===== src/hdl/gccu_pkg.sv =====
`default_nettype none

package gccu_pkg;

    localparam int MAX_SIDE = 1024;
    localparam int HEIGHT_W = 16;
    localparam int ADDR_W   = $clog2(MAX_SIDE);
    localparam int SIDE_W   = 11;
    localparam int COORD_W  = 11;
    localparam int SUM_W    = HEIGHT_W + 5;

    localparam logic [SIDE_W-1:0] SIDE_RESET = SIDE_W'(3);
    localparam logic [SIDE_W-1:0] SIDE_MIN   = SIDE_W'(2);
    localparam logic [SIDE_W-1:0] SIDE_MAX   = SIDE_W'(MAX_SIDE);

    // register indexes on the configuration port
    localparam logic REG_POINTS_PER_SIDE = 1'b0;

    typedef logic signed [HEIGHT_W-1:0] height_t;

    // one finished 2x2 cell, handed from the front to the back
    typedef struct packed {
        height_t              a;
        height_t              b;
        height_t              c;
        height_t              d;
        logic [COORD_W-1:0]   row0;
        logic [COORD_W-1:0]   col0;
        logic                 fin;
    } cell_t;

    // (9*near + 3*s1 + 3*s2 + far + 8) >> 4, floor on the signed sum
    function automatic height_t blend(height_t near, height_t s1, height_t s2, height_t far);
        logic signed [SUM_W-1:0] sum;
        sum = SUM_W'(near) * SUM_W'(9)
            + SUM_W'(s1) * SUM_W'(3)
            + SUM_W'(s2) * SUM_W'(3)
            + SUM_W'(far)
            + SUM_W'(8);
        return sum[HEIGHT_W+3:4];
    endfunction

endpackage

`default_nettype wire


===== src/hdl/gccu_queue.sv =====
`default_nettype none

module gccu_queue (
    input  wire logic             clk,
    input  wire logic             rst_n,
    input  wire logic             push_valid,
    output      logic             push_ready,
    input  wire gccu_pkg::cell_t  push_data,
    output      logic             pop_valid,
    input  wire logic             pop_ready,
    output      gccu_pkg::cell_t  pop_data
);

    gccu_pkg::cell_t entry_reg [2];
    logic            wptr_reg;
    logic            rptr_reg;
    logic [1:0]      count_reg;
    logic            push, pop;

    assign push_ready = count_reg != 2'd2;
    assign pop_valid  = count_reg != 2'd0;
    assign push       = push_valid && push_ready;
    assign pop        = pop_valid && pop_ready;
    assign pop_data   = entry_reg[rptr_reg];

    always_ff @(posedge clk or negedge rst_n)
    begin
        if (!rst_n)
        begin
            wptr_reg  <= 1'b0;
            rptr_reg  <= 1'b0;
            count_reg <= 2'd0;
        end
        else
        begin
            if (push)
            begin
                wptr_reg <= !wptr_reg;
            end
            if (pop)
            begin
                rptr_reg <= !rptr_reg;
            end
            if (push && !pop)
            begin
                count_reg <= count_reg + 2'd1;
            end
            else if (pop && !push)
            begin
                count_reg <= count_reg - 2'd1;
            end
        end
    end

    always_ff @(posedge clk)
    begin
        if (push)
        begin
            entry_reg[wptr_reg] <= push_data;
        end
    end

endmodule

`default_nettype wire


===== config.mk =====
export PLATFORM = sky130hd
export DESIGN_NAME = gccu_queue
export DESIGN_NICKNAME = d
export VERILOG_FILES = /design/src/hdl/gccu_pkg.sv /design/src/hdl/gccu_queue.sv
export SDC_FILE = /design/constraint.sdc
export NUM_CORES = 1
export LEC_CHECK = 0
export BUFFER_PORTS_ARGS = -buffer_cell sky130_fd_sc_hd__buf_2
export CAP_MARGIN = 30
export CORE_MARGIN = 1
export CORE_UTILIZATION = 30
export CTS_BUF_LIST = sky130_fd_sc_hd__clkbuf_8
export DETAILED_ROUTE_END_ITERATION = 10
export RECOVER_POWER = 25
export SKIP_CTS_REPAIR_TIMING = 1
export SLEW_MARGIN = 30
export SYNTH_ARGS = -nofsm -noshare
export SYNTH_HDL_FRONTEND = slang
export SYNTH_SLANG_ARGS = --single-unit
export TNS_END_PERCENT = 50

===== constraint.sdc =====
create_clock -name clk -period 9.4 [get_ports clk]
set_clock_uncertainty 0.05 [all_clocks]
set_input_delay 2.82 -clock clk [delete_from_list [all_inputs] [get_ports clk]]
set_output_delay 2.82 -clock clk [all_outputs]
set_load 0.005 [all_outputs]

==> results.md, run 1 <==
- Crit Path Category: register to output port
- Routed wire length: 12200 um
- Sink Count: 178
- Critical Path Sink: pop_data[86]
- Antenna Nets Post-Route: 0
- RePlAce Congestion: 0.699
- Hold Path Class: register to register
- DR WL met2: 6420 um
- Core box area: 0.0212 mm^2
- Initial antenna violation count: 1
- Max-cap violations: 0
- Total grt overflow: 0
- Setup slack after layout: 4.25 ns
- Slew HR: 0.514
- Post-synth top area cell: edfxtp_1
- CP startpoint kind: register
- Max Slew Vio Count: 0
- R2R Path End: entry_reg[1][37]
- Slowest CP cell: dfrtp_4
- Fin crit period: 5.15 ns
- Die H: 150 um
- Port bufs: 179
- Metal3 WL: 812 um
- Worst EP required: 6.53 ns
- CTS clock-pin slew for the worst setup and hold paths: 0.09 ns
- Syn Nets: 381
- Drt drc: 0
- R2R cell count: 3
- Post-route clock period utilization: 0.548
- Top Layer Used: met4
- Vias in the first global route: 3591
- LEAKAGE: 2.99 nW
- Clk buf depth: 2
- Post-Syn Area: 0.00655 mm^2
- Global-route usage over all layers: 0.111
- Yosys cell types: 15
- Post-Route M1 WL: 4860 um
- Die Footprint: 0.0224 mm^2
- Final-report setup violation count: 0
- Cell Pwr Density: 284 mW/mm^2
- P_int: 1.65 mW
- Share of the synthesized area in the top cell type: 0.798
- Final hold vios: 0
- Largest net degree at the start of global routing: 68
- Dpl ws: 4.44 ns
- Sw power: 0.656 mW
- Vias/cell: 4.26
- Sw frac: 0.284
- EDFF count, synth: 174
- CP Depth: 3
- Final #Nets: 574
- Synth cell count leaders: edfxtp_1 (174), mux2_2 (67), mux2_4 (20)
- Crit-path cells: buf_6 > mux2_2 > buf_2
- Row count: 53
- RSZ-0062 raised after global routing: false
- Synth Register Bits: 178
- Crit path capture type: output port
- CP peak stage delay: 0.63 ns
- DR WL/cell: 15.9 um
- Layout cells sized above 1: 0.560
- Predominant post-synthesis flop cell: edfxtp_1
- Ports: 180
- Initial Utilization: 0.309
- Root Buffer Master: clkbuf_8
- Crit-path max FO: 67
- 1st-iter DRT viols: 69
- WP buf/inv: 2
- Count leader, synth: edfxtp_1
- Synth-to-Final Area Change: 24.2%
- Synth Area per Inst: 22.7 um^2
- Sequential share of the synthesized area: 0.813
- Comb pwr share: 0.300
- Die W: 150 um
- Drt pass-1 iters: 4
- Htree depth: 4
- Cts bufs inserted: 17
- Synth warnings: 0
- Reg2reg start: count_reg[0]
- Sequential share of power: 0.495
- Outcome: completed
- Peak supply drop: 0.000234 V
- FMAX: 194 MHz
- Setup slack, reg-to-reg: 7.06 ns
- Setup_tns: 0 ns
- DR vias: 3284
- Max reg flops: 174
- Worst skew pair latency: 0.44 ns
- DP HPWL: 8200 um
- Overall Power: 2.31 mW
- Area contributors post-synth: edfxtp_1 (80%), mux2_2 (12%), mux2_4 (4.6%)
- Ys async rst share: 0.0225
- CTS tree: yes
- Global-route wire length before repair: 18200 um
- Setup crit start: rptr_reg
- Hold WS: 0.456 ns
- CP delay by family, top: buffers and inverters
- Clock power frac: 0.205
- Worst EP arrival: 2.28 ns
- Synth Instances: 289
- Worst slew pin tran: 0.729 ns
## power by group through the flow
stage	sequential [mW]	combinational [mW]	clock, mW
after detailed placement	1.16	0.715	0
after global routing	1.16	0.759	0.525
after CTS	1.15	0.716	0.496
after global placement	1.16	0.686	0
final	1.14	0.692	0.473
after floorplan	1.15	0.445	0
## area by class of cell
type	instances	area, um^2
inverters	1	3.75
clock buffers	17	234
flip-flops and latches	178	5330
clock inverters	15	118
repair buffers	184	945
fillers	1960	13100
diodes	1	2.50
well taps	275	344
multi-input cells	100	1160
## how the worst min path moves through the flow
stage / start / to / slack [ns] / cells after the start
final: count_reg[1] / count_reg[1] / 0.46 / 1
after global routing: count_reg[1] / count_reg[1] / 0.49 / 1
after CTS: count_reg[1] / count_reg[1] / 0.46 / 1
after detailed placement: count_reg[1] / count_reg[1] / 0.44 / 1
after global placement: count_reg[1] / count_reg[1] / 0.43 / 1
after floorplan: count_reg[1] / count_reg[1] / 0.41 / 1
## stage by stage
stage	std cells	instance area (um^2)	util
3_5_place_dp	738	7810	0.368
4_1_cts	770	8160	0.384
5_1_grt	770	8130	0.383
2_1_floorplan	289	6550	-
3_3_place_gp	736	7750	0.365
6_report	771	8130	0.383
## metal layers
| layer | track usage | vias up |
|---|---|---|
| met5 | 0 | - |
| met4 | 0.0439 | 0 |
| met3 | 0.0375 | 9 |
| met2 | 0.199 | 120 |
| met1 | 0.119 | 1630 |
| li1 | - | 1525 |
## logic make-up after synthesis
kind of cell,after synthesis,synth area share
flops,178,0.813
simple gates,7,0.00516
buf+inv,11,0.0120
mux,87,0.161
fa+ha+maj,1,0.00191
xor+xnor,5,0.00669
## cells in the final DEF, fill, tap and decap left out, types with 2 or more instances in the layout
cell          n
inv_6         3
mux2_2       67
clkbuf_1     26
nand2_1       2
clkbuf_8     17
buf_2       153
buf_4         2
xnor2_1       3
inv_1         3
clkinvlp_4    3
buf_16        2
clkinv_1      2
mux2_4       20
xor2_1        2
edfxtp_1    174
clkinv_2      3
dfrtp_1       3
No activity file was read; power rests on OpenSTA's default activity.
==> run 2, diff against run 1 <==
- ABC_AREA: unset -> 1
- clock period: 9.4 -> 4.37 ns (I/O delays scaled with it)
==> run 2 against run 1 <==
Wire length increased by 8.5%. Sequential cell count unchanged. Via count rose by 22%. Critical path depth rose by 2. Register-to-register slack worse by 4.6 ns.
==> results.md, run 2 <==
- Outcome: completed
- Setup slack after layout: 0.833 ns
- CTS tree: yes
- Total grt overflow: 0
- LEAKAGE: 3.41 nW
- Hold Path Depth: 1
- Die Footprint: 0.0224 mm^2
- Routed wire length: 13300 um
- Initial antenna violation count: 1
- FMAX: 283 MHz
- Vias in the first global route: 3847
- Layout cells sized above 1: 0.289
- Crit-path max FO: 45
- Sequential share of the synthesized area: 0.813
- CTS clock-pin slew for the worst setup and hold paths: 0.09 ns
- Antenna Nets Post-Route: 0
- Crit path capture type: output port
- Peak supply drop: 0.000245 V
- Root Buffer Master: clkbuf_8
- Area contributors post-synth: edfxtp_1 (80%), nand2_1 (16%), dfrtp_1 (1.5%)
- Placed instance area: 0.00775 mm^2
- Worst EP arrival: 2.18 ns
- Overall Power: 5.07 mW
- Yosys cell types: 14
- Finished Cell Area: 0.00811 mm^2
- Die W: 150 um
- Ys async rst share: 0.0225
- Final #Nets: 760
- Drt pass-1 iters: 4
- Hold WS: 0.448 ns
- Final-report setup violation count: 0
- Max reg flops: 174
- Worst EP required: 3.01 ns
- Syn Nets: 575
- Hold Path Class: register to register
- RePlAce Congestion: 0.709
- Max-cap violations: 0
- Drt drc: 0
- Final hold vios: 0
- Count leader, synth: nand2_1
- Global-route usage over all layers: 0.119
- Commonest non-fill, non-tap cell in the layout: nand2_1
- Crit Path Category: register to output port
- Synth-to-Final Area Change: 23.8%
- Predominant post-synthesis flop cell: edfxtp_1
- Synth Area per Inst: 13.6 um^2
- Post-route clock period utilization: 0.809
- Final core occ: 0.382
- Synth cell count leaders: nand2_1 (271), edfxtp_1 (174), buf_2 (12)
- Cell Count, Final, Fillers Out: 957
- Clk buf depth: 2
- Share of the synthesized area in the top cell type: 0.798
- Core box area: 0.0212 mm^2
- 1st-iter DRT viols: 201
- Row count: 53
- EDFF count, synth: 174
- Fin crit period: 3.54 ns
- DR WL/cell: 13.9 um
- Worst slew pin tran: 0.742 ns
- Sink Count: 178
- Largest net degree at the start of global routing: 56
- Htree depth: 4
- Synth Instances: 483
- Most frequent cells in the layout: nand2_1 (271), edfxtp_1 (174), buf_2 (159), clkbuf_1 (20), clkbuf_8 (17)
- Initial Utilization: 0.309
- Synth Register Bits: 178
- DP HPWL: 8710 um
- DR vias: 4005
- Worst skew pair latency: 0.43 ns
- RSZ-0062 raised after global routing: false
- Synth warnings: 0
- Setup_tns: 0 ns
- Port bufs: 179
- Post-synth top area cell: edfxtp_1
- Slew HR: 0.505
- Max Slew Vio Count: 0
- Ports: 180
- Dpl ws: 1.25 ns
- Post-Syn Area: 0.00655 mm^2
- Placed cells: 924
- Vias/cell: 4.18
- Cts bufs inserted: 17
- CP startpoint kind: register
- Global-route wire length before repair: 19900 um
- R2R cell count: 5
- Die H: 150 um
- Cell Pwr Density: 626 mW/mm^2
-- run 2: cell types whose count changed after synthesis, sizes merged --
cell	change
and3	-1
or2	-1
nand2	+269
buf	+9
nand3	+2
inv	+6
nand2b	-1
mux2	-87
xor2	-1
xnor2	-2
nand4	+1
-- run 2: power breakdown --
| part | switching [mW] | internal [mW] |
|---|---|---|
| Combinational | 0.962 | 0.559 |
| Clock | 0.578 | 0.503 |
| Sequential | 0.139 | 2.33 |
| Total | 1.68 | 3.39 |
-- run 2: critical path, cell delays in order (launching register included) --
cell	delay, ns
dfrtp_4	0.66
inv_4	0.46
buf_12	0.30
nand2_1	0.12
nand2_1	0.07
buf_2	0.10
-- run 2: final timing paths --
kind,start,to,slack [ns]
min reg2reg,count_reg[0],count_reg[0],0.45
min in group asynchronous,rst_n,count_reg[0],0.65
min,count_reg[0],count_reg[0],0.45
max,rptr_reg,pop_data[33],0.83
max in group asynchronous,rst_n,rptr_reg,3.41
max reg2reg,count_reg[0],entry_reg[1][49],2.47
-- run 2: area by class of cell --
cell class	count	area [um^2]
well taps	275	344
repair buffers	185	941
clock inverters	15	140
clock buffers	17	234
diodes	1	2.50
multi-input cells	279	1090
fillers	2078	13100
inverters	7	28.8
flip-flops and latches	178	5330
-- run 2: metal layers --
| layer | up-vias | wire length [um] | global-route usage |
|---|---|---|---|
| li1 | 1994 | - | - |
| met1 | 1870 | 5650 | 0.144 |
| met2 | 132 | 6540 | 0.198 |
| met3 | 9 | 905 | 0.0396 |
| met4 | 0 | 167 | 0.0429 |
| met5 | - | 0 | 0 |
-- run 2: kinds of logic (layout without fill, tap and decap cells) --
group / after synthesis / in the layout / share of synthesized area
AND/OR/NAND/NOR: 276 / 276 / 0.159
flip-flops: 178 / 178 / 0.813
other: 0 / 1 / 0
adder cells (fa/ha/maj): 1 / 1 / 0.00191
buffers and inverters: 26 / 224 / 0.0233
XOR/XNOR: 2 / 2 / 0.00268
