[config.mk]
export PLATFORM = sky130hd
export DESIGN_NAME = gccu_back
export DESIGN_NICKNAME = d
export VERILOG_FILES = /design/src/hdl/gccu_pkg.sv /design/src/hdl/gccu_back.sv
export SDC_FILE = /design/constraint.sdc
export NUM_CORES = 1
export LEC_CHECK = 0
export BUFFER_PORTS_ARGS = -buffer_cell sky130_fd_sc_hd__buf_2
export CORE_MARGIN = 1.5
export CORE_UTILIZATION = 48
export CTS_BUF_LIST = sky130_fd_sc_hd__clkbuf_4 sky130_fd_sc_hd__clkbuf_8 sky130_fd_sc_hd__clkbuf_16
export DETAILED_ROUTE_END_ITERATION = 10
export PLACE_DENSITY = 0.71
export SLEW_MARGIN = 5
export SYNTH_ARGS = -nofsm -noshare
export SYNTH_HDL_FRONTEND = slang
export SYNTH_SLANG_ARGS = --single-unit
export TNS_END_PERCENT = 50
[constraint.sdc]
create_clock -name clk -period 18.2 [get_ports clk]
set_input_delay 1.82 -clock clk [delete_from_list [all_inputs] [get_ports clk]]
set_output_delay 1.82 -clock clk [all_outputs]
set_load 0.02 [all_outputs]
[src/hdl/gccu_pkg.sv]
`default_nettype none

package gccu_pkg;

    localparam int MAX_SIDE = 1024;
    localparam int HEIGHT_W = 16;
    localparam int ADDR_W   = $clog2(MAX_SIDE);
    localparam int SIDE_W   = 11;
    localparam int COORD_W  = 11;
    localparam int SUM_W    = HEIGHT_W + 5;

    localparam logic [SIDE_W-1:0] SIDE_RESET = SIDE_W'(3);
    localparam logic [SIDE_W-1:0] SIDE_MIN   = SIDE_W'(2);
    localparam logic [SIDE_W-1:0] SIDE_MAX   = SIDE_W'(MAX_SIDE);

    // register indexes on the configuration port
    localparam logic REG_POINTS_PER_SIDE = 1'b0;

    typedef logic signed [HEIGHT_W-1:0] height_t;

    // one finished 2x2 cell, handed from the front to the back
    typedef struct packed {
        height_t              a;
        height_t              b;
        height_t              c;
        height_t              d;
        logic [COORD_W-1:0]   row0;
        logic [COORD_W-1:0]   col0;
        logic                 fin;
    } cell_t;

    // (9*near + 3*s1 + 3*s2 + far + 8) >> 4, floor on the signed sum
    function automatic height_t blend(height_t near, height_t s1, height_t s2, height_t far);
        logic signed [SUM_W-1:0] sum;
        sum = SUM_W'(near) * SUM_W'(9)
            + SUM_W'(s1) * SUM_W'(3)
            + SUM_W'(s2) * SUM_W'(3)
            + SUM_W'(far)
            + SUM_W'(8);
        return sum[HEIGHT_W+3:4];
    endfunction

endpackage

`default_nettype wire

[src/hdl/gccu_back.sv]
`default_nettype none

module gccu_back (
    input  wire logic                          clk,
    input  wire logic                          rst_n,
    input  wire logic                          cell_valid,
    output      logic                          cell_ready,
    input  wire gccu_pkg::cell_t               quad,
    output      logic                          out_valid,
    input  wire logic                          out_ready,
    output      gccu_pkg::height_t             value,
    output      logic [gccu_pkg::COORD_W-1:0]  out_row,
    output      logic [gccu_pkg::COORD_W-1:0]  out_col,
    output      logic                          last
);

    localparam int CW = gccu_pkg::COORD_W;

    logic [1:0]         k_reg;
    logic               out_valid_reg;
    gccu_pkg::height_t  value_reg;
    logic [CW-1:0]      row_reg;
    logic [CW-1:0]      col_reg;
    logic               last_reg;
    logic               load;
    gccu_pkg::height_t  near, s1, s2, far;

    assign load       = cell_valid && (!out_valid_reg || out_ready);
    assign cell_ready = load && (k_reg == 2'd3);

    // the corner nearest to each of the four refined points
    always_comb
    begin
        case (k_reg)
            2'd0:
            begin
                near = quad.a; s1 = quad.b; s2 = quad.c; far = quad.d;
            end
            2'd1:
            begin
                near = quad.b; s1 = quad.a; s2 = quad.d; far = quad.c;
            end
            2'd2:
            begin
                near = quad.c; s1 = quad.a; s2 = quad.d; far = quad.b;
            end
            2'd3:
            begin
                near = quad.d; s1 = quad.b; s2 = quad.c; far = quad.a;
            end
            default:
            begin
                near = quad.a; s1 = quad.b; s2 = quad.c; far = quad.d;
            end
        endcase
    end

    always_ff @(posedge clk or negedge rst_n)
    begin
        if (!rst_n)
        begin
            k_reg         <= 2'd0;
            out_valid_reg <= 1'b0;
        end
        else
        begin
            if (load)
            begin
                k_reg         <= k_reg + 2'd1;
                out_valid_reg <= 1'b1;
            end
            else if (out_ready)
            begin
                out_valid_reg <= 1'b0;
            end
        end
    end

    always_ff @(posedge clk)
    begin
        if (load)
        begin
            value_reg <= gccu_pkg::blend(near, s1, s2, far);
            row_reg   <= quad.row0 + CW'(k_reg[1]);
            col_reg   <= quad.col0 + CW'(k_reg[0]);
            last_reg  <= quad.fin && (k_reg == 2'd3);
        end
    end

    assign out_valid = out_valid_reg;
    assign value     = value_reg;
    assign out_row   = row_reg;
    assign out_col   = col_reg;
    assign last      = last_reg;

endmodule

`default_nettype wire

==> metrics.csv, run 1 <==
metric,value,unit
outcome,completed,
cts_made_buffers,5,
via_count,5018,
numClockSinks,42,
place_hpwl,12200,um
synth_edf_count,39,
htree_levels,2,
port_buffers,131,
largest_reg_flops,16,
fin_cells,945,
ys_types,39,
synth_area,0.00667,mm^2
ys_seq_area_share,18.7,%
post-route-period-util,34.6,%
setup_viol,0,
ctsLongestPathBuffers,2,
arrival,6.32,ns
clkLatencyLatePin,0.28,ns
grt_max_degree,39,
skew,0.00848,ns
cts_hold_buf,0,
dr.first_iter.drc_count,358,
clock.fmax,159,MHz
hold_class,reg -> reg,
grt_usage,20.3,%
rsz0062_at_grt,no,
ant_nets,0,
slew_viol_final,0,
gp_congestion,0.887,
cp_max_fo,5,
grt_pass1_vias,5287,
rrSetupSlack,11.93,ns
final-hold-violation-count,0,
tightestPinTransition,1.12,ns
grt_pass1_wl,24100,um
drt_pass1_iterations,7,
postCtsSetupRepairBufs,0,
antenna_found_initial,0,
place_inst,937,
tns,0,ns
grt-ovfl-total,0,
syn_avg_cell_area,10.3,um^2
synth_cells,645,
cts-root-buf,clkbuf_16,
crit_type,in -> reg,
ys_ff_latch,42,
clkTransAtPathRegs,0.06,ns
wl_met1,6180,um
dr_wl_met3,593,um
rows,42,
flow.area_growth_from_synthesis,15.1,%
start_kind,input port,
num_antenna_cells,0,
wl_met2,7450,um
fin_crit,6.30,ns
post_drt_wl_per_cell,15.2,um
yosys_warnings,0,
drcViolationCount,0,
async_flop_share,7.14,%
die_x,121,um
die_h,121,um
routed_wl,14300,um
cts_resized,0,
core_area,0.0134,mm^2
synth_fp_nets,906,
finalNetCount,1029,
ys.flop_type,edfxtp_1,
pin_count,132,
drv.max_cap_violation_count,0,
dieArea,0.0146,mm^2
highest_layer,met4,
viasPerCell,5.31,
start_util,49.8,%
cts_tree,yes,
drive_above_1_share,23.7,%
worstSetupEndpointType,flop,
worst_ep_required_time,18.23,ns
slew_headroom,25.4,%
==> worst paths after layout <==
check,cells past startpoint,start,end
worst max-delay path,19,quad[23],value[9]
worst min-delay path,2,out_valid,out_valid
worst max register to register,20,k_reg[0],value[13]
worst min register to register,2,out_valid,out_valid
max in group asynchronous,1,rst_n,k_reg[1]
min in group asynchronous,1,rst_n,k_reg[0]
==> synthesized netlist by cell type, drive strengths merged, types with 4 or more instances <==
master | instances | share of area [%]
o21ai | 8 | 0.71
inv | 177 | 10
fa | 77 | 23
nor3 | 4 | 0.30
nand4 | 7 | 0.66
a21o | 6 | 0.68
and3 | 9 | 0.86
edfxtp | 39 | 18
a222oi | 31 | 4.7
xnor2 | 30 | 3.9
a21oi | 7 | 0.53
nand3 | 8 | 0.60
nand2 | 11 | 0.62
and2 | 4 | 0.38
mux2 | 32 | 5.4
ha | 93 | 17
nor2 | 8 | 0.45
clkbuf | 14 | 0.79
buf | 5 | 0.38
mux2i | 38 | 5.7
xor2 | 10 | 1.3
==> final cells by class <==
type / instances / area, um^2
Inverter: 177 / 664
Clock inverter: 3 / 48.8
Tap cell: 176 / 220
Multi-Input combinational cell: 407 / 4680
Fill cell: 1165 / 5730
Sequential cell: 42 / 1250
Timing Repair Buffer: 135 / 686
Clock buffer: 5 / 125
==> worst max-delay path, cell delays in order <==
cell      delay, ns
buf_2          0.12
a222oi_1       0.30
mux2i_1        0.17
ha_1           0.27
inv_1          0.07
fa_1           0.39
inv_1          0.09
fa_1           0.40
fa_1           0.50
inv_1          0.06
fa_1           0.54
inv_1          0.04
ha_1           0.33
nor4_1         0.30
nor3_1         0.09
and2_1         0.22
a211o_2        0.32
a21oi_1        0.19
xnor2_1        0.08
==> per-layer routing <==
layer | track usage, % | vias to the layer above
met5 | 0 | -
met4 | 3.16 | 0
met3 | 1.55 | 10
met2 | 37.3 | 159
met1 | 26.7 | 2422
li1 | - | 2427
==> metrics by stage <==
step / area [um^2] / setup slack, ns / util (%) / hold slack, ns
after detailed placement: 7500 / 11.62 / 56.0 / 0.526
after global routing: 7670 / 11.59 / 57.3 / 0.591
after floorplan: 6670 / 12.00 / - / 0.518
after global placement: 7500 / 11.76 / 56.0 / 0.524
final: 7670 / 11.90 / 57.3 / 0.533
after CTS: 7670 / 11.87 / 57.3 / 0.541
==> placed cells by master, fill, tap and decap left out, types with 2 or more instances in the layout <==
cell type	Yosys	routed
nor4_1	3	3
nor3_1	4	4
and3_1	8	8
mux2i_1	38	38
o21ai_0	6	6
inv_1	177	177
clkbuf_16	0	5
xnor2_1	30	30
dfrtp_1	3	3
nor2_1	8	8
o21a_1	2	2
and2_1	4	4
o21bai_1	3	3
nand2b_1	3	3
mux2_2	32	32
a21oi_1	7	7
xor2_1	10	10
ha_1	93	92
nand3_1	8	8
a222oi_1	31	31
fa_1	77	77
a21o_1	6	6
nand2_1	11	11
o21ai_2	2	2
edfxtp_1	39	39
a211oi_1	3	3
nand4_1	7	7
buf_2	5	131
buf_4	0	4
==> logic make-up (layout without fill, tap and decap cells) <==
family / Yosys count / count (layout) / synth area share (%)
and+or+nand+nor: 60 / 60 / 4.77
DFF: 42 / 42 / 18.7
xor gates and xnor gates: 40 / 40 / 5.25
muxes: 70 / 70 / 11.1
adders and majority gates: 170 / 170 / 40.6
AOI/OAI and AO/OA: 67 / 67 / 8.48
buffers and inverters: 196 / 320 / 11.1
Power of run 1 is left out: the tool's default activity adds up to more than one toggle a clock period on the data nets, which glitch-free logic cannot reach.
==> run 2: changes to the inputs <==
==> constraint.sdc (replaced) <==
create_clock -name clk -period 6.02 [get_ports clk]
set_input_delay 0.602 -clock clk [delete_from_list [all_inputs] [get_ports clk]]
set_output_delay 0.602 -clock clk [all_outputs]
set_load 0.02 [all_outputs]
==> metrics.csv, run 2 (synthesis gave the netlist of run 1 again) <==
metric,value,unit,change
fin_crit,5.74,ns,
startpoint,k_reg[1],,
worstReg2RegStart,k_reg[1],,
rsz0062_at_grt,no,,
worstSetupEndpointType,flop,,
start_util,49.8,%,unchanged
ctsLongestPathBuffers,2,,unchanged
rows,42,,unchanged
clkLatencyLatePin,0.28,ns,about the same
routed_wl,14500,um,+1.5%
die_h,121,um,unchanged
grt-ovfl-total,0,,unchanged
pre_cts_slack,0.269,ns,-11.35 ns
postPlaceCellArea,0.00756,mm^2,+0.87%
skew,0.00384,ns,-0.00464 ns
viasPerCell,5.40,,+1.7%
grt_usage,20.7,%,+0.35 points
largest_reg_flops,16,,unchanged
final-hold-violation-count,0,,unchanged
cts_made_buffers,5,,unchanged
slew_headroom,49.9,%,+24 points
cts-root-buf,clkbuf_16,,
via_count,5142,,+2.5%
fin_ws,0.279,ns,-11.62 ns
drt_pass1_iterations,6,,-1
gp_congestion,0.830,,-6.4%
htree_levels,2,,unchanged
clock.fmax,174,MHz,
drive_above_1_share,24.5,%,+0.82 points
fin_cells,952,,+0.74%
seq_area,0.00125,mm^2,+0.10%
grt_pass1_vias,5420,,+2.5%
dieArea,0.0146,mm^2,unchanged
setup_viol,0,,unchanged
fill_cells,1169,,+0.34%
drcViolationCount,0,,unchanged
grt_pass1_wl,24500,um,+1.8%
tns,0,ns,unchanged
post_drt_wl_per_cell,15.3,um,+0.73%
final_cell_mix,"inv_1 (177), buf_2 (131), ha_1 (92)",,
num_antenna_cells,0,,unchanged
cts_hold_buf,0,,unchanged
cts_tree,yes,,
slew_viol_final,0,,unchanged
finalNetCount,1036,,+0.68%
grt_max_degree,23,,-41%
final_area,0.00771,mm^2,+0.51%
multi_input_area,0.00468,mm^2,unchanged
arrival,5.89,ns,-0.43 ns
crit_type,reg -> reg,,
outcome,completed,,
numClockSinks,42,,unchanged
worst_ep_required_time,6.17,ns,-12.06 ns
start_kind,flop,,
tightestPinTransition,0.751,ns,-0.368 ns
dr.first_iter.drc_count,372,,+3.9%
port_buffers,131,,unchanged
clkTransAtPathRegs,0.06,ns,about the same
ant_nets,0,,unchanged
hold_class,in -> async,,
pin_count,132,,unchanged
post-route-period-util,95.4,%,
die_x,121,um,unchanged
drv.max_cap_violation_count,0,,unchanged
flow.area_growth_from_synthesis,15.7,%,
layout_commonest_cell,inv_1,,
antenna_found_initial,0,,unchanged
cp_max_fo,21,,+16
place_hpwl,12500,um,+2.7%
core_area,0.0134,mm^2,unchanged
place_inst,944,,+0.75%
[run 2: final timing paths]
path                             end  slack (ns)  depth (start not counted)
max                        value[13]        0.28                         18
min in group clk           out_valid        0.54                          2
min reg2reg                 k_reg[0]        0.55                          1
max in group asynchronous   k_reg[0]        5.80                          1
min                        out_valid        0.10                          1
max reg2reg                value[13]        0.28                         18
[run 2: per-stage QoR]
stage	hold slack (ns)	utilization (%)
finish	0.104	57.5
global route	0.101	57.5
CTS	0.103	57.5
detailed placement	0.402	56.4
global placement	0.403	56.4
floorplan	0.306	-
[run 2: area by class of cell]
class / instances / share of cell area [%]
multi-input combinational: 407 / 60.7
sequential: 42 / 16.2
timing repair buffer: 142 / 9.74
inverter: 177 / 8.62
tap: 176 / 2.86
clock buffer: 5 / 1.62
clock inverter: 3 / 0.276
[run 2: layer usage]
layer / wire length, um / track usage, % / part of all wire [%] / up-vias
met5: 0 / 0 / 0 / -
met4: 342 / 6.62 / 2.4 / 0
met3: 938 / 2.73 / 6.5 / 25
met1: 5920 / 25.7 / 41 / 2503
met2: 7340 / 37.1 / 50 / 178
li1: - / - / - / 2436
[run 2: critical path, cell delays in order (launching register included)]
cell      delay, ns
dfrtp_1        0.40
inv_1          0.10
ha_2           0.37
buf_12         0.19
mux2_2         0.37
ha_1           0.32
fa_1           0.51
fa_1           0.51
fa_1           0.54
inv_1          0.05
fa_1           0.53
inv_1          0.04
ha_1           0.35
a41oi_1        0.26
o21ai_2        0.12
a221oi_2       0.29
o21ai_2        0.13
or4_1          0.41
nand3_1        0.10
[run 2: repair_timing]
action / CTS / global route
setup endpoints to repair: 0 / 2
setup buffers: 0 / 0
resized for setup: 0 / 1
Power of run 2 is left out for the same reason.
==> run 3: changes to the inputs <==
--- a/config.mk
+++ b/config.mk
@@ -11,6 +11,7 @@
 export CTS_BUF_LIST = sky130_fd_sc_hd__clkbuf_4 sky130_fd_sc_hd__clkbuf_8 sky130_fd_sc_hd__clkbuf_16
 export DETAILED_ROUTE_END_ITERATION = 10
 export PLACE_DENSITY = 0.71
+export REMOVE_ABC_BUFFERS = 1
 export SLEW_MARGIN = 5
 export SYNTH_ARGS = -nofsm -noshare
 export SYNTH_HDL_FRONTEND = slang
==> metrics.csv, run 3 (synthesis gave the netlist of run 1 again) <==
metric,value,unit,change
outcome,completed,,
die_h,121,um,unchanged
seq_area,0.00125,mm^2,-0.10%
dr.first_iter.drc_count,315,,-15%
final-hold-violation-count,0,,unchanged
clock.fmax,173,MHz,-0.43%
cts_tree,yes,,
cts_resized,0,,unchanged
numClockSinks,42,,unchanged
setup_viol,0,,unchanged
rsz0062_at_grt,no,,
viasPerCell,5.32,,-1.4%
ant_nets,0,,unchanged
multi_input_area,0.00468,mm^2,unchanged
gp_congestion,0.824,,-0.76%
drive_above_1_share,24.2,%,-0.26 points
skew,0.00254,ns,-0.00130 ns
crit_path_max_incr_delay,0.55,ns,about the same
arrival,5.90,ns,about the same
drt_pass1_iterations,5,,-1
cts_made_buffers,5,,unchanged
rows,42,,unchanged
postCtsSetupRepairBufs,0,,unchanged
cts-root-buf,clkbuf_16,,
grt_usage,20.0,%,-0.69 points
fin_cells,952,,unchanged
cp_common_cell,fa_1,,
die_x,121,um,unchanged
place_inst,944,,unchanged
cts_hold_buf,0,,unchanged
cp_top_family,adder cells,,
post-route-period-util,95.8,%,+0.41 points
num_antenna_cells,0,,unchanged
hold_class,in -> async,,
grt_pass1_vias,5238,,-3.4%
clkTransAtPathRegs,0.06,ns,about the same
via_count,5069,,-1.4%
slew_viol_final,0,,unchanged
flow.area_growth_from_synthesis,16.3,%,
largest_reg_flops,16,,unchanged
routed_wl,14300,um,-1.7%
drv.max_cap_violation_count,0,,unchanged
final_area,0.00775,mm^2,+0.54%
cp_max_fo,23,,+9.5%
clkLatencyLatePin,0.27,ns,about the same
final_cell_mix,"inv_1 (177), buf_2 (131), ha_1 (92)",,
worst-path-buf-inv,4,,unchanged
layout_commonest_cell,inv_1,,
core_area,0.0134,mm^2,unchanged
fill_cells,1182,,+1.1%
dieArea,0.0146,mm^2,unchanged
place_hpwl,12400,um,-0.67%
finalNetCount,1036,,unchanged
antenna_found_initial,0,,unchanged
ctsLongestPathBuffers,2,,unchanged
worst_ep_required_time,6.16,ns,about the same
postPlaceCellArea,0.00756,mm^2,unchanged
start_kind,flop,,
worstSetupEndpointType,flop,,
grt_pass1_wl,23600,um,-3.9%
grt-ovfl-total,0,,unchanged
htree_levels,2,,unchanged
start_util,49.8,%,unchanged
post_drt_wl_per_cell,15.0,um,-1.7%
crit_type,reg -> reg,,
pin_count,132,,unchanged
port_buffers,131,,unchanged
crit_slowest_cell,fa_1,,
tightestPinTransition,0.462,ns,-0.289 ns
crit_chain,inv_1 -> ha_2 -> buf_12 -> mux2_2 -> ha_1 -> fa_1 -> fa_1 -> fa_1 -> inv_1 -> fa_1 -> inv_1 -> ha_1 -> a41oi_1 -> o21ai_2 -> a221oi_2 -> o21ai_2 -> or4_1 -> nand3_1,,
fin_crit,5.77,ns,+0.0245 ns
slew_headroom,68.4,%,+19 points
drcViolationCount,0,,unchanged
grt_max_degree,36,,+57%
==> run 3: cell count changes in the layout (fill, tap and decap cells not counted), sizes merged <==
cell	change
bufinv	+2
clkinv	-1
clkinvlp	-1
==> run 3: worst paths after layout <==
path	from	endpoint	slack (ns)	cells after the start
min in group clk	out_valid	out_valid	0.54	2
max in group asynchronous	rst_n	k_reg[1]	5.79	1
worst max register to register	k_reg[0]	value[13]	0.25	18
worst min-delay path	rst_n	out_valid	0.12	1
worst min register to register	out_valid	out_valid	0.54	2
worst max-delay path	k_reg[0]	value[13]	0.25	18
==> run 3: final cells by class <==
| class | count | share of cell area, % |
|---|---|---|
| Clock buffer | 5 | 1.61 |
| Clock inverter | 3 | 0.823 |
| Inverter | 177 | 8.57 |
| Multi-Input combinational cell | 407 | 60.4 |
| Sequential cell | 42 | 16.1 |
| Tap cell | 176 | 2.84 |
| Timing Repair Buffer | 142 | 9.68 |
==> run 3: worst register-to-register path: cells and delay by family, from the launching register on <==
family / cells / cell delay [ns]
AO/OA/AOI/OAI: 4 / 0.78
adder cells (fa/ha/maj): 7 / 3.17
buffers and inverters: 4 / 0.37
flip-flops: 1 / 0.42
multiplexers: 1 / 0.40
AND/OR/NAND/NOR: 2 / 0.49
==> run 3: layer usage <==
layer	wire length (um)	up-vias	global-route usage [%]
met5	0	-	0
met4	187	0	4.34
met3	750	16	2.35
met2	7150	164	37.3
met1	6200	2450	24.7
li1	-	2439	-
==> run 3: through the flow <==
stage / util, % / setup TNS, ns / setup WS, ns / hold WS (ns)
floorplan: - / -0.0544 / -0.0544 / 0.306
global placement: 56.4 / 0 / 0.415 / 0.408
detailed placement: 56.4 / 0 / 0.253 / 0.409
CTS: 57.9 / 0 / 0.237 / 0.115
global route: 57.9 / 0 / 0.0303 / 0.110
finish: 57.9 / 0 / 0.255 / 0.116
Power of run 3 is left out for the same reason.
